==> src/rtl/core/atw_pkg.sv <==
// Shared constants and types of the affine texture address walker.
// No dependencies; imported by every module of the block.
`default_nettype none

package atw_pkg;

  // Screen raster size
  localparam int SCREEN_COLS = 640;
  localparam int SCREEN_ROWS = 480;

  localparam int COORD_W = 32;
  localparam int TEX_W   = 8;
  localparam int COL_W   = 10;
  localparam int ROW_W   = 9;
  localparam int DIV_W   = 11;

  localparam logic [DIV_W-1:0] COLS_DIV = DIV_W'(SCREEN_COLS);
  localparam logic [DIV_W-1:0] ROWS_DIV = DIV_W'(SCREEN_ROWS);

  // floor(2^32 / divisor); the estimate it gives is low by at most one
  localparam logic [COORD_W-1:0] COL_RECIP = 32'(64'h1_0000_0000 / 64'(SCREEN_COLS));
  localparam logic [COORD_W-1:0] ROW_RECIP = 32'(64'h1_0000_0000 / 64'(SCREEN_ROWS));

  localparam logic [COL_W-1:0] COL_LAST = COL_W'(SCREEN_COLS - 1);
  localparam logic [ROW_W-1:0] ROW_LAST = ROW_W'(SCREEN_ROWS - 1);

  // Stream packing
  localparam int IN_TDATA_W   = 6 * COORD_W;
  localparam int OUT_FIELDS_W = 2 * TEX_W + COL_W + ROW_W;
  localparam int OUT_TDATA_W  = 40;
  localparam int OUT_COL_LSB  = 2 * TEX_W;

  typedef enum logic {
    CMD_START = 1'b0,
    CMD_TICK  = 1'b1
  } cmd_e;

  typedef struct packed {
    logic start;
    logic tick;
  } in_ctrl_t;

  typedef struct packed {
    logic [TEX_W-1:0] tex_u;
    logic [TEX_W-1:0] tex_v;
    logic [COL_W-1:0] col;
    logic [ROW_W-1:0] row;
    logic             eol;
    logic             eof;
  } pix_t;

endpackage

`default_nettype wire

==> src/rtl/core/atw_step_div.sv <==
// One step divider lane: (far - near) / divisor, truncated toward zero.
// Reciprocal multiply with a single correction, three stages plus result reg.
// Depends on atw_pkg.
`default_nettype none

module atw_step_div import atw_pkg::*; (
  input  wire logic               clk_i,
  input  wire logic               rst_ni,
  input  wire logic               start_i,
  input  wire logic               sel_row_i,  // 0: divide by columns, 1: by rows
  input  wire logic [COORD_W-1:0] far_i,
  input  wire logic [COORD_W-1:0] near_i,
  output      logic               busy_o,
  output      logic [COORD_W-1:0] step_o
);

  logic [COORD_W:0]   diff;
  logic [COORD_W:0]   mag_full;

  logic               v1_q, v2_q, v3_q;
  logic               neg1_q, neg2_q, neg3_q;
  logic               row1_q, row2_q;
  logic [COORD_W-1:0] mag1_q, mag2_q;
  logic [COORD_W-1:0] q2_q, q3_q;
  logic               fix3_q;

  logic [COORD_W-1:0]         recip;
  logic [2*COORD_W-1:0]       prod;
  logic [DIV_W-1:0]           divisor;
  logic [COORD_W+DIV_W-1:0]   back;
  logic [COORD_W:0]           rem;
  logic                       fix_d;
  logic [COORD_W-1:0]         qf;
  logic [COORD_W-1:0]         step_d;

  // exact 33-bit difference; magnitude always fits 32 bits
  assign diff     = {far_i[COORD_W-1], far_i} - {near_i[COORD_W-1], near_i};
  assign mag_full = diff[COORD_W] ? (~diff + 1'b1) : diff;

  assign recip   = row1_q ? ROW_RECIP : COL_RECIP;
  assign prod    = 64'(mag1_q) * 64'(recip);

  assign divisor = row2_q ? ROWS_DIV : COLS_DIV;
  assign back    = (COORD_W+DIV_W)'(q2_q) * (COORD_W+DIV_W)'(divisor);
  assign rem     = {1'b0, mag2_q} - back[COORD_W:0];
  assign fix_d   = (rem >= {{(COORD_W+1-DIV_W){1'b0}}, divisor});

  assign qf      = q3_q + COORD_W'(fix3_q);
  assign step_d  = neg3_q ? (~qf + 1'b1) : qf;

  always_ff @(posedge clk_i or negedge rst_ni) begin
    if (!rst_ni) begin
      v1_q   <= 1'b0;
      v2_q   <= 1'b0;
      v3_q   <= 1'b0;
      step_o <= '0;
    end else begin
      v1_q <= start_i;
      v2_q <= v1_q;
      v3_q <= v2_q;
      if (v3_q) begin
        step_o <= step_d;
      end
    end
  end

  always_ff @(posedge clk_i) begin
    if (start_i) begin
      neg1_q <= diff[COORD_W];
      mag1_q <= mag_full[COORD_W-1:0];
      row1_q <= sel_row_i;
    end
    if (v1_q) begin
      neg2_q <= neg1_q;
      mag2_q <= mag1_q;
      row2_q <= row1_q;
      q2_q   <= prod[2*COORD_W-1:COORD_W];
    end
    if (v2_q) begin
      neg3_q <= neg2_q;
      q3_q   <= q2_q;
      fix3_q <= fix_d;
    end
  end

  assign busy_o = v1_q | v2_q | v3_q;

endmodule

`default_nettype wire

==> src/rtl/core/atw_raster.sv <==
// Raster walker: column/row counters and the two texture walking sums.
// Produces one pixel result per tick while a frame runs. Depends on atw_pkg.
`default_nettype none

module atw_raster import atw_pkg::*; (
  input  wire logic               clk_i,
  input  wire logic               rst_ni,
  input  wire in_ctrl_t           ctrl_i,
  input  wire logic [COORD_W-1:0] origin_x_i,
  input  wire logic [COORD_W-1:0] origin_y_i,
  input  wire logic [COORD_W-1:0] step_xc_i,
  input  wire logic [COORD_W-1:0] step_yc_i,
  input  wire logic [COORD_W-1:0] step_xr_i,
  input  wire logic [COORD_W-1:0] step_yr_i,
  output      logic               res_valid_o,
  output      pix_t               res_o
);

  logic [COORD_W-1:0] line_x_q, line_x_d;
  logic [COORD_W-1:0] line_y_q, line_y_d;
  logic [COORD_W-1:0] walk_x_q, walk_x_d;
  logic [COORD_W-1:0] walk_y_q, walk_y_d;
  logic [COL_W-1:0]   col_q, col_d;
  logic [ROW_W-1:0]   row_q, row_d;
  logic               active_q, active_d;
  logic               eol, eof;

  assign eol = (col_q == COL_LAST);
  assign eof = eol && (row_q == ROW_LAST);

  assign res_valid_o = ctrl_i.tick && active_q;

  always_comb begin
    res_o.tex_u = walk_x_q[23:16];
    res_o.tex_v = walk_y_q[23:16];
    res_o.col   = col_q;
    res_o.row   = row_q;
    res_o.eol   = eol;
    res_o.eof   = eof;
  end

  always_comb begin
    line_x_d = line_x_q;
    line_y_d = line_y_q;
    walk_x_d = walk_x_q;
    walk_y_d = walk_y_q;
    col_d    = col_q;
    row_d    = row_q;
    active_d = active_q;
    if (ctrl_i.start) begin
      // a start abandons any frame in progress
      line_x_d = origin_x_i;
      line_y_d = origin_y_i;
      walk_x_d = origin_x_i;
      walk_y_d = origin_y_i;
      col_d    = '0;
      row_d    = '0;
      active_d = 1'b1;
    end else if (res_valid_o) begin
      if (eol) begin
        line_x_d = line_x_q + step_xr_i;
        line_y_d = line_y_q + step_yr_i;
        walk_x_d = line_x_d;
        walk_y_d = line_y_d;
        col_d    = '0;
        row_d    = row_q + 1'b1;
        active_d = !eof;
      end else begin
        walk_x_d = walk_x_q + step_xc_i;
        walk_y_d = walk_y_q + step_yc_i;
        col_d    = col_q + 1'b1;
      end
    end
  end

  always_ff @(posedge clk_i or negedge rst_ni) begin
    if (!rst_ni) begin
      line_x_q <= '0;
      line_y_q <= '0;
      walk_x_q <= '0;
      walk_y_q <= '0;
      col_q    <= '0;
      row_q    <= '0;
      active_q <= 1'b0;
    end else begin
      line_x_q <= line_x_d;
      line_y_q <= line_y_d;
      walk_x_q <= walk_x_d;
      walk_y_q <= walk_y_d;
      col_q    <= col_d;
      row_q    <= row_d;
      active_q <= active_d;
    end
  end

endmodule

`default_nettype wire

==> src/rtl/core/atw_out_reg.sv <==
// Output register stage for pixel results; takes a new beat whenever it is
// empty or its current beat leaves in the same cycle. Depends on atw_pkg.
`default_nettype none

module atw_out_reg import atw_pkg::*; (
  input  wire logic clk_i,
  input  wire logic rst_ni,
  input  wire logic res_valid_i,
  input  wire pix_t res_i,
  input  wire logic m_ready_i,
  output      logic ready_o,
  output      logic m_valid_o,
  output      pix_t res_o
);

  logic valid_q;

  assign ready_o   = !valid_q || m_ready_i;
  assign m_valid_o = valid_q;

  always_ff @(posedge clk_i or negedge rst_ni) begin
    if (!rst_ni) begin
      valid_q <= 1'b0;
    end else if (ready_o) begin
      valid_q <= res_valid_i;
    end
  end

  always_ff @(posedge clk_i) begin
    if (ready_o && res_valid_i) begin
      res_o <= res_i;
    end
  end

endmodule

`default_nettype wire

==> src/rtl/core/affine_texture_address_walker_unit.sv <==
// Affine texture address walker, top level (rotozoom texture mapping).
// Depends on atw_pkg, atw_step_div, atw_raster, atw_out_reg.
`default_nettype none

// A start beat (tuser = 0) loads three 16.16 texture-space corners and begins
// a 640x480 raster; each following pixel tick (tuser = 1) returns the wrapped
// 8-bit texel address, the screen position, tlast at end of line and tuser at
// end of frame. One pixel per clock is sustained while the result side takes every
// beat; the result sits in a one-beat registered output stage, and while that
// beat waits unaccepted s_axis_tready is low.
// After a start beat s_axis_tready stays low while the four step dividers
// (reciprocal multiply, remainder check, sign fix) finish. Ticks outside a
// frame give no result.

module affine_texture_address_walker_unit import atw_pkg::*; (
  input  wire logic                   clk_i,
  input  wire logic                   rst_ni,
  input  wire logic                   s_axis_tvalid,
  output      logic                   s_axis_tready,
  // origin_x, origin_y, right_x, right_y, bottom_x, bottom_y
  input  wire logic [IN_TDATA_W-1:0]  s_axis_tdata,
  // cmd
  input  wire logic                   s_axis_tuser,
  output      logic                   m_axis_tvalid,
  input  wire logic                   m_axis_tready,
  // tex_u, tex_v, pixel_col, pixel_row, zero fill
  output      logic [OUT_TDATA_W-1:0] m_axis_tdata,
  // end_of_line
  output      logic                   m_axis_tlast,
  // end_of_frame
  output      logic                   m_axis_tuser
);

  logic [COORD_W-1:0] origin_x, origin_y, right_x, right_y, bottom_x, bottom_y;
  logic [COORD_W-1:0] step_xc, step_yc, step_xr, step_yr;
  logic [3:0]         busy;
  cmd_e               cmd;
  logic               in_beat;
  in_ctrl_t           ctrl;
  logic               res_valid;
  pix_t               res, res_out;
  logic               out_ready;

  assign origin_x = s_axis_tdata[0*COORD_W +: COORD_W];
  assign origin_y = s_axis_tdata[1*COORD_W +: COORD_W];
  assign right_x  = s_axis_tdata[2*COORD_W +: COORD_W];
  assign right_y  = s_axis_tdata[3*COORD_W +: COORD_W];
  assign bottom_x = s_axis_tdata[4*COORD_W +: COORD_W];
  assign bottom_y = s_axis_tdata[5*COORD_W +: COORD_W];

  assign cmd           = cmd_e'(s_axis_tuser);
  assign s_axis_tready = !(|busy) && out_ready;
  assign in_beat       = s_axis_tvalid && s_axis_tready;
  assign ctrl.start    = in_beat && (cmd == CMD_START);
  assign ctrl.tick     = in_beat && (cmd == CMD_TICK);

  atw_step_div u_div_xc (
    .clk_i, .rst_ni, .start_i(ctrl.start), .sel_row_i(1'b0),
    .far_i(right_x), .near_i(origin_x), .busy_o(busy[0]), .step_o(step_xc)
  );
  atw_step_div u_div_yc (
    .clk_i, .rst_ni, .start_i(ctrl.start), .sel_row_i(1'b0),
    .far_i(right_y), .near_i(origin_y), .busy_o(busy[1]), .step_o(step_yc)
  );
  atw_step_div u_div_xr (
    .clk_i, .rst_ni, .start_i(ctrl.start), .sel_row_i(1'b1),
    .far_i(bottom_x), .near_i(origin_x), .busy_o(busy[2]), .step_o(step_xr)
  );
  atw_step_div u_div_yr (
    .clk_i, .rst_ni, .start_i(ctrl.start), .sel_row_i(1'b1),
    .far_i(bottom_y), .near_i(origin_y), .busy_o(busy[3]), .step_o(step_yr)
  );

  atw_raster u_raster (
    .clk_i, .rst_ni, .ctrl_i(ctrl),
    .origin_x_i(origin_x), .origin_y_i(origin_y),
    .step_xc_i(step_xc), .step_yc_i(step_yc),
    .step_xr_i(step_xr), .step_yr_i(step_yr),
    .res_valid_o(res_valid), .res_o(res)
  );

  atw_out_reg u_out (
    .clk_i, .rst_ni, .res_valid_i(res_valid), .res_i(res),
    .m_ready_i(m_axis_tready), .ready_o(out_ready),
    .m_valid_o(m_axis_tvalid), .res_o(res_out)
  );

  assign m_axis_tdata = {{(OUT_TDATA_W-OUT_FIELDS_W){1'b0}},
                         res_out.row, res_out.col, res_out.tex_v, res_out.tex_u};
  assign m_axis_tlast = res_out.eol;
  assign m_axis_tuser = res_out.eof;

endmodule

`default_nettype wire

==> config.mk <==
export PLATFORM = sky130hd
export DESIGN_NAME = affine_texture_address_walker_unit
export DESIGN_NICKNAME = d
export VERILOG_FILES = /design/src/rtl/core/atw_pkg.sv /design/src/rtl/core/atw_step_div.sv /design/src/rtl/core/atw_raster.sv /design/src/rtl/core/atw_out_reg.sv /design/src/rtl/core/affine_texture_address_walker_unit.sv
export SDC_FILE = /design/constraint.sdc
export NUM_CORES = 2
export LEC_CHECK = 0
export CAP_MARGIN = 25
export CORE_MARGIN = 3
export CORE_UTILIZATION = 30
export CTS_CLUSTER_DIAMETER = 120
export DETAILED_ROUTE_END_ITERATION = 6
export DONT_BUFFER_PORTS = 1
export SLEW_MARGIN = 0
export SYNTH_ARGS = -nofsm -noshare
export SYNTH_HDL_FRONTEND = slang
export SYNTH_SLANG_ARGS = --single-unit
==> constraint.sdc <==
create_clock -name clk_i -period 10.7 [get_ports clk_i]
set_input_delay 1.605 -clock clk_i [delete_from_list [all_inputs] [get_ports clk_i]]
set_output_delay 1.605 -clock clk_i [all_outputs]
set_load 0.1 [all_outputs]
[Word-level counts from Yosys, hierarchy flattened]
Cells that the tools add are included.
Operators by class
  $add $sub $neg: 26
  multipliers: 8
  $lt $le $gt $ge: 4
  equality and inequality tests: 2
  mux-type cells: 29
  bitwise logic cells: 11
  reduce and logical (&&, ||, !) cells: 14
Operators with widths (number)
  $mux W32: 20
  $add A32 B1 Y32 const B: 8
  $not A32 Y32: 8
  $sub A32 B32 Y33: 4
  $sub A32 B33 Y33: 4
  $add A32 B1 Y32: 4
  $add A32 B32 Y32: 4
  $mul A32 B22 Y54 const B: 2
  $mul A32 B21 Y53 const B: 2
  $ge A33 B10 Y1 const B: 2
  $ge A33 B9 Y1 const B: 2
  $mul A32 B3 Y26 const B: 2
  $mul A32 B4 Y28 const B: 2
  $mux W10: 3
  $mux W9: 3
  $add A10 B1 Y10 const B: 1
  $eq A10 B10 Y1 const B: 1
  $add A9 B1 Y9 const B: 1
  $eq A9 B9 Y1 const B: 1
  $logic_and A1 B1 Y1: 7
  $reduce_bool A2 Y1: 2
  $logic_not A1 Y1: 3
  $mux W1: 3
  $or A1 B1 Y1: 2
  3 further kinds: 3
Storage, ports and cells
  register bits: 845
  input bits: 197
  output and inout bits: 44
  logic and storage cells: 147

[Longest topological paths before layout]
  word-level depth: 9
  depth in mapped cells: 30
  gate-level depth less buffers: 30

[Hierarchy]
Synthesis repeated with hierarchy kept, for this count alone.
Second synthesis, totals
  cells, all modules: 13433
  area total of the unflattened synthesis: 128731.0 um^2
Modules (own cells, without submodules)
  atw_step_div at u_div_xc: times used 1, cells each 3111, area an instance 29844.9 um^2, seq. area each 4419.2 um^2
  atw_step_div at u_div_xr: times used 1, cells each 3046, area an instance 29447.0 um^2, seq. area each 4419.2 um^2
  atw_step_div at u_div_yr: times used 1, cells each 3039, area an instance 29360.7 um^2, seq. area each 4419.2 um^2
  atw_step_div at u_div_yc: times used 1, cells each 3012, area an instance 29165.5 um^2, seq. area each 4419.2 um^2
  atw_raster: times used 1, cells each 1171, area an instance 9666.8 um^2, seq. area each 2902.8 um^2
  atw_out_reg: times used 1, cells each 41, area an instance 1164.9 um^2, seq. area each 1136.1 um^2
  affine_texture_address_walker_unit: times used 1, cells each 13, area an instance 81.3 um^2, seq. area each 0.0 um^2

[Worst setup path before layout]
Ideal clock, no wire load.
  kind: reg2reg
  start point: register u_div_yr.v1_q
  end point: register u_raster.line_y_q[16]
  setup time: 0.325 ns
  arrival: 11.787 ns
  data required time: 10.375 ns
  path slack: -1.412 ns
  stages on the path, launching flop included: 10
  path buffers: 4
  clock period less this slack: 12.112 ns
  path through: dfrtp_1 -> nor4_1 -> and2_1 -> clkbuf_1 -> nand2b_1 -> clkbuf_1 -> inv_1 -> clkbuf_1 -> buf_1 -> a21oi_1
Between the ends
  elaborated cells between the ends (all ways): 12
  classes of those cells: mux: 1; bitwise: 2; reduce/logical: 9
RTL lines
  start: declaration: line atw_step_div.sv:20  | logic v1_q, v2_q, v3_q;
  start signal: assignment: line atw_step_div.sv:58  | v1_q <= start_i;
  $or A1 B1 Y1 (*) (2 in a row): line atw_step_div.sv:86  | assign busy_o = v1_q | v2_q | v3_q;
  $logic_not A1 Y1 (*): line affine_texture_address_walker_unit.sv:52  | assign s_axis_tready = !(|busy) && out_ready;
  $logic_and A1 B1 Y1 (*): line affine_texture_address_walker_unit.sv:52
  via s_axis_tready: line affine_texture_address_walker_unit.sv:19  | output logic s_axis_tready,
  $logic_and A1 B1 Y1 (*): line affine_texture_address_walker_unit.sv:53  | assign in_beat = s_axis_tvalid && s_axis_tready;
  $logic_and A1 B1 Y1 (*): line affine_texture_address_walker_unit.sv:54  | assign ctrl.start = in_beat && (cmd == CMD_START);
  via u_div_xc.start_i: line atw_step_div.sv:9  | input wire logic start_i,
  $reduce_bool A2 Y1 (no line)
  $reduce_and A2 Y1 (no line)
  end signal: assignment: line atw_raster.sv:87  | line_y_q <= line_y_d;
  end: declaration: line atw_raster.sv:20  | logic [COORD_W-1:0] line_y_q, line_y_d;
Mark *: on every way through the listed nets, which the timed path passes. The rest lies on a longest branch.
A chain may end at the register's enable or synchronous reset.

[Final worst setup path]
  start point: register u_div_xc.mag1_q[23]
  end point: register u_div_xc.q2_q[22] (data pin)
Between the ends
  longest elaborated chain between the ends: 1
RTL lines
  start: declaration: line atw_step_div.sv:23  | logic [COORD_W-1:0] mag1_q, mag2_q;
  start signal: assignment: line atw_step_div.sv:70  | mag1_q <= mag_full[COORD_W-1:0];
  $mul A32 B22 Y54: line atw_step_div.sv:41  | assign prod = 64'(mag1_q) * 64'(recip);
  via u_div_xc.prod[54]: line atw_step_div.sv:28  | logic [2*COORD_W-1:0] prod;
  end signal: assignment: line atw_step_div.sv:77  | q2_q <= prod[2*COORD_W-1:COORD_W];
  end: declaration: line atw_step_div.sv:24  | logic [COORD_W-1:0] q2_q, q3_q;
The timed path passes the listed nets, and every way through them passes these cells.

==> impl_metrics.toml <==
[synth]
avgSynthCellArea_sq_um = 9.67
synth_seq_area_share_pct = 22.5
synthTopCellsByArea = "ha_1 (19%), fa_1 (19%), edfxtp_1 (16%), inv_1 (7.4%), dfrtp_1 (6.2%)"
synthDistinctLibCells = 103
synth_top_area_share_pct = 19.5
synth_ff_type = "edfxtp_1"
yosys_warnings = 0
syn_area_sq_um = 87300
async_reset_ff_share_pct = 31.3
netlist_instances = 9022
yosysTopAreaCell = "ha_1"
synth_edf_count = 473
synth_seq_cells = 689

[finish]
final_cell_mix = "inv_1 (1718), ha_1 (1357), fa_1 (838), edfxtp_1 (473)"
drive_gt1_share_pct = 3.56
final_common_cell = "inv_1"
area_growth_pct = 8.43
fin_cells = 13000
nets = 11400

[routing]
drc = 0
routed_wirelength_microns = 233000
drt_pass1_iterations = 6
ant_nets = 0
wl_per_cell_microns = 18.0
vias_per_cell = 4.84
vias = 62800
dr.first_iter.drc_count = 3972

[timing]
slew_viol_final = 0
rsz0062_at_grt = "no"
fin_crit_ns = 7.84
fin_skew_ns = 0.0355
fmax_mhz = 128
final-hold-violation-count = 0
setup_tns_ns = 0
fin_crit_sh_pct = 73.3
relSlewSlack_pct = 30.1
tightest_slew_ns = 1.05
setup_viol_count_final = 0

[critical_path]
startpoint_type = "flop"
slowest_stage = "o31ai_1"
cpPeakStageDelay_ns = 0.55
end_kind = "flop"
critical_path_class = "flop to flop"
cp.required_ns = 11.11
arrival_ns = 8.26
rrSetupSlack_ns = 2.86
cp_max_fo = 5
timing.rr.end = "u_div_xc.q2_q[22]"
reg2reg_from = "u_div_xc.mag1_q[23]"
ff2ff_path_depth = 26

[global_routing]
antenna_found_initial = 7
grt_pass1_wl_microns = 366000
grt_max_degree = 217
grt-ovfl-total = 0
grt_usage_pct = 15.5
grt_pass1_vias = 63600

[clock_tree]
postCtsHoldBufs = 0
worst_skew_pair.late_latency_ns = 0.70
cts_tree = "done"
cts_root_buf = "clkbuf_16"
cts_num_sinks = 689
cts_resized = 0
clockBufferDepth = 3
htreeDepth = 3
cts_setup_buffers = 0
clkTransAtPathRegs_ns = 0.08
cts_made_buffers = 80

[floorplan]
initial_core_util_pct = 30.2
die_area_sq_um = 297000
die_x_microns = 545
rows = 197
fp.coreArea_sq_um = 289000
fp.dieH_microns = 545
ios = 241

[hold_path]
holdCritPathClass = "flop to flop"
hold_end = "u_div_yc.neg3_q"
min_from = "u_div_yc.neg2_q"
hold_depth = 0

[place]
post-dp-hpwl_microns = 197000
placedCellCount = 12800
place.gp.congestion = 0.960
io_buffers = 0

[job]
cap_viol_max_count = 0

[outcome]
status = "completed"
[synth_stat cells, types with 182 or more instances]
library cell,n
inv_1,1721
ha_1,1357
fa_1,838
edfxtp_1,473
nand2_1,470
nor2_1,469
a21oi_1,468
xnor2_1,428
o21ai_0,371
xor2_1,265
dfrtp_1,216
a21o_1,182
[cell type report]
class / instances / area [sq um]
fillers: 29900 / 194000
multi-input cells: 6484 / 60700
flip-flops and latches: 689 / 19600
inverters: 1721 / 6470
well taps: 3880 / 4850
clock buffers: 96 / 2150
clock inverters: 51 / 487
repair buffers: 33 / 322
diodes: 15 / 37.5
[flip-flops by register name, summed over array words and instances (netlist names), 25 cells and up]
signal,cells
u_div_yc.mag2_q,25
u_div_yr.mag2_q,27
u_div_xr.mag2_q,27
u_div_yc.mag1_q,32
u_div_xc.mag2_q,25
u_div_yr.mag1_q,32
u_div_xc.mag1_q,32
u_div_xr.mag1_q,32
u_out.res_o,37
[critical path: cells and delay by family, from the launching register on]
kind	cells	cell delay [ns]
AO/OA/AOI/OAI	10	2.66
flip-flops	1	0.50
AND/OR/NAND/NOR	1	0.10
XOR/XNOR	1	0.08
buffers and inverters	6	0.42
adder cells (fa/ha/maj)	8	3.79
[per-layer routing]
metal	global-route usage, %	share of wire [%]
met5	0	0
met2	25.8	46
met4	4.84	3.3
met3	1.49	3.9
met1	21.1	46
[through the flow]
stage | hold slack (ns) | setup slack (ns) | utilization (%) | cell area, sq um
2_1_floorplan | 0.400 | 0.575 | - | 87300
3_3_place_gp | 0.402 | 2.96 | 31.8 | 91900
3_5_place_dp | 0.405 | 2.93 | 31.8 | 92000
4_1_cts | 0.421 | 2.85 | 32.7 | 94600
5_1_grt | 0.428 | 2.41 | 32.8 | 94600
6_report | 0.419 | 2.86 | 32.8 | 94600
[worst max-delay path by stage]
stage	startpoint	to	depth (start not counted)
after floorplan	u_div_yr.v2_q	u_div_xc.mag1_q[0]	8
after global placement	u_div_xc.mag1_q[23]	u_div_xc.q2_q[22]	26
after detailed placement	u_div_xc.mag1_q[23]	u_div_xc.q2_q[22]	26
after CTS	u_div_xc.mag1_q[23]	u_div_xc.q2_q[22]	26
after global routing	u_div_yr.q2_q[3]	u_div_yr.fix3_q	29
final	u_div_xc.mag1_q[23]	u_div_xc.q2_q[22]	26
[cell families (layout without fill, tap and decap cells)]
logic type	after synthesis	in the layout	synth area share (%)
compound gates	1734	1734	12.8
xor+xnor	693	693	6.96
fa+ha+maj	2195	2195	38.7
buf+inv	1853	1901	8.05
flops	689	689	22.5
mux	107	107	1.33
other cells	1	20	0.00430
simple gates	1750	1750	9.67
Power is not shown: default switching activity piles up to over one toggle a cycle in this logic, so the estimate is an artifact.
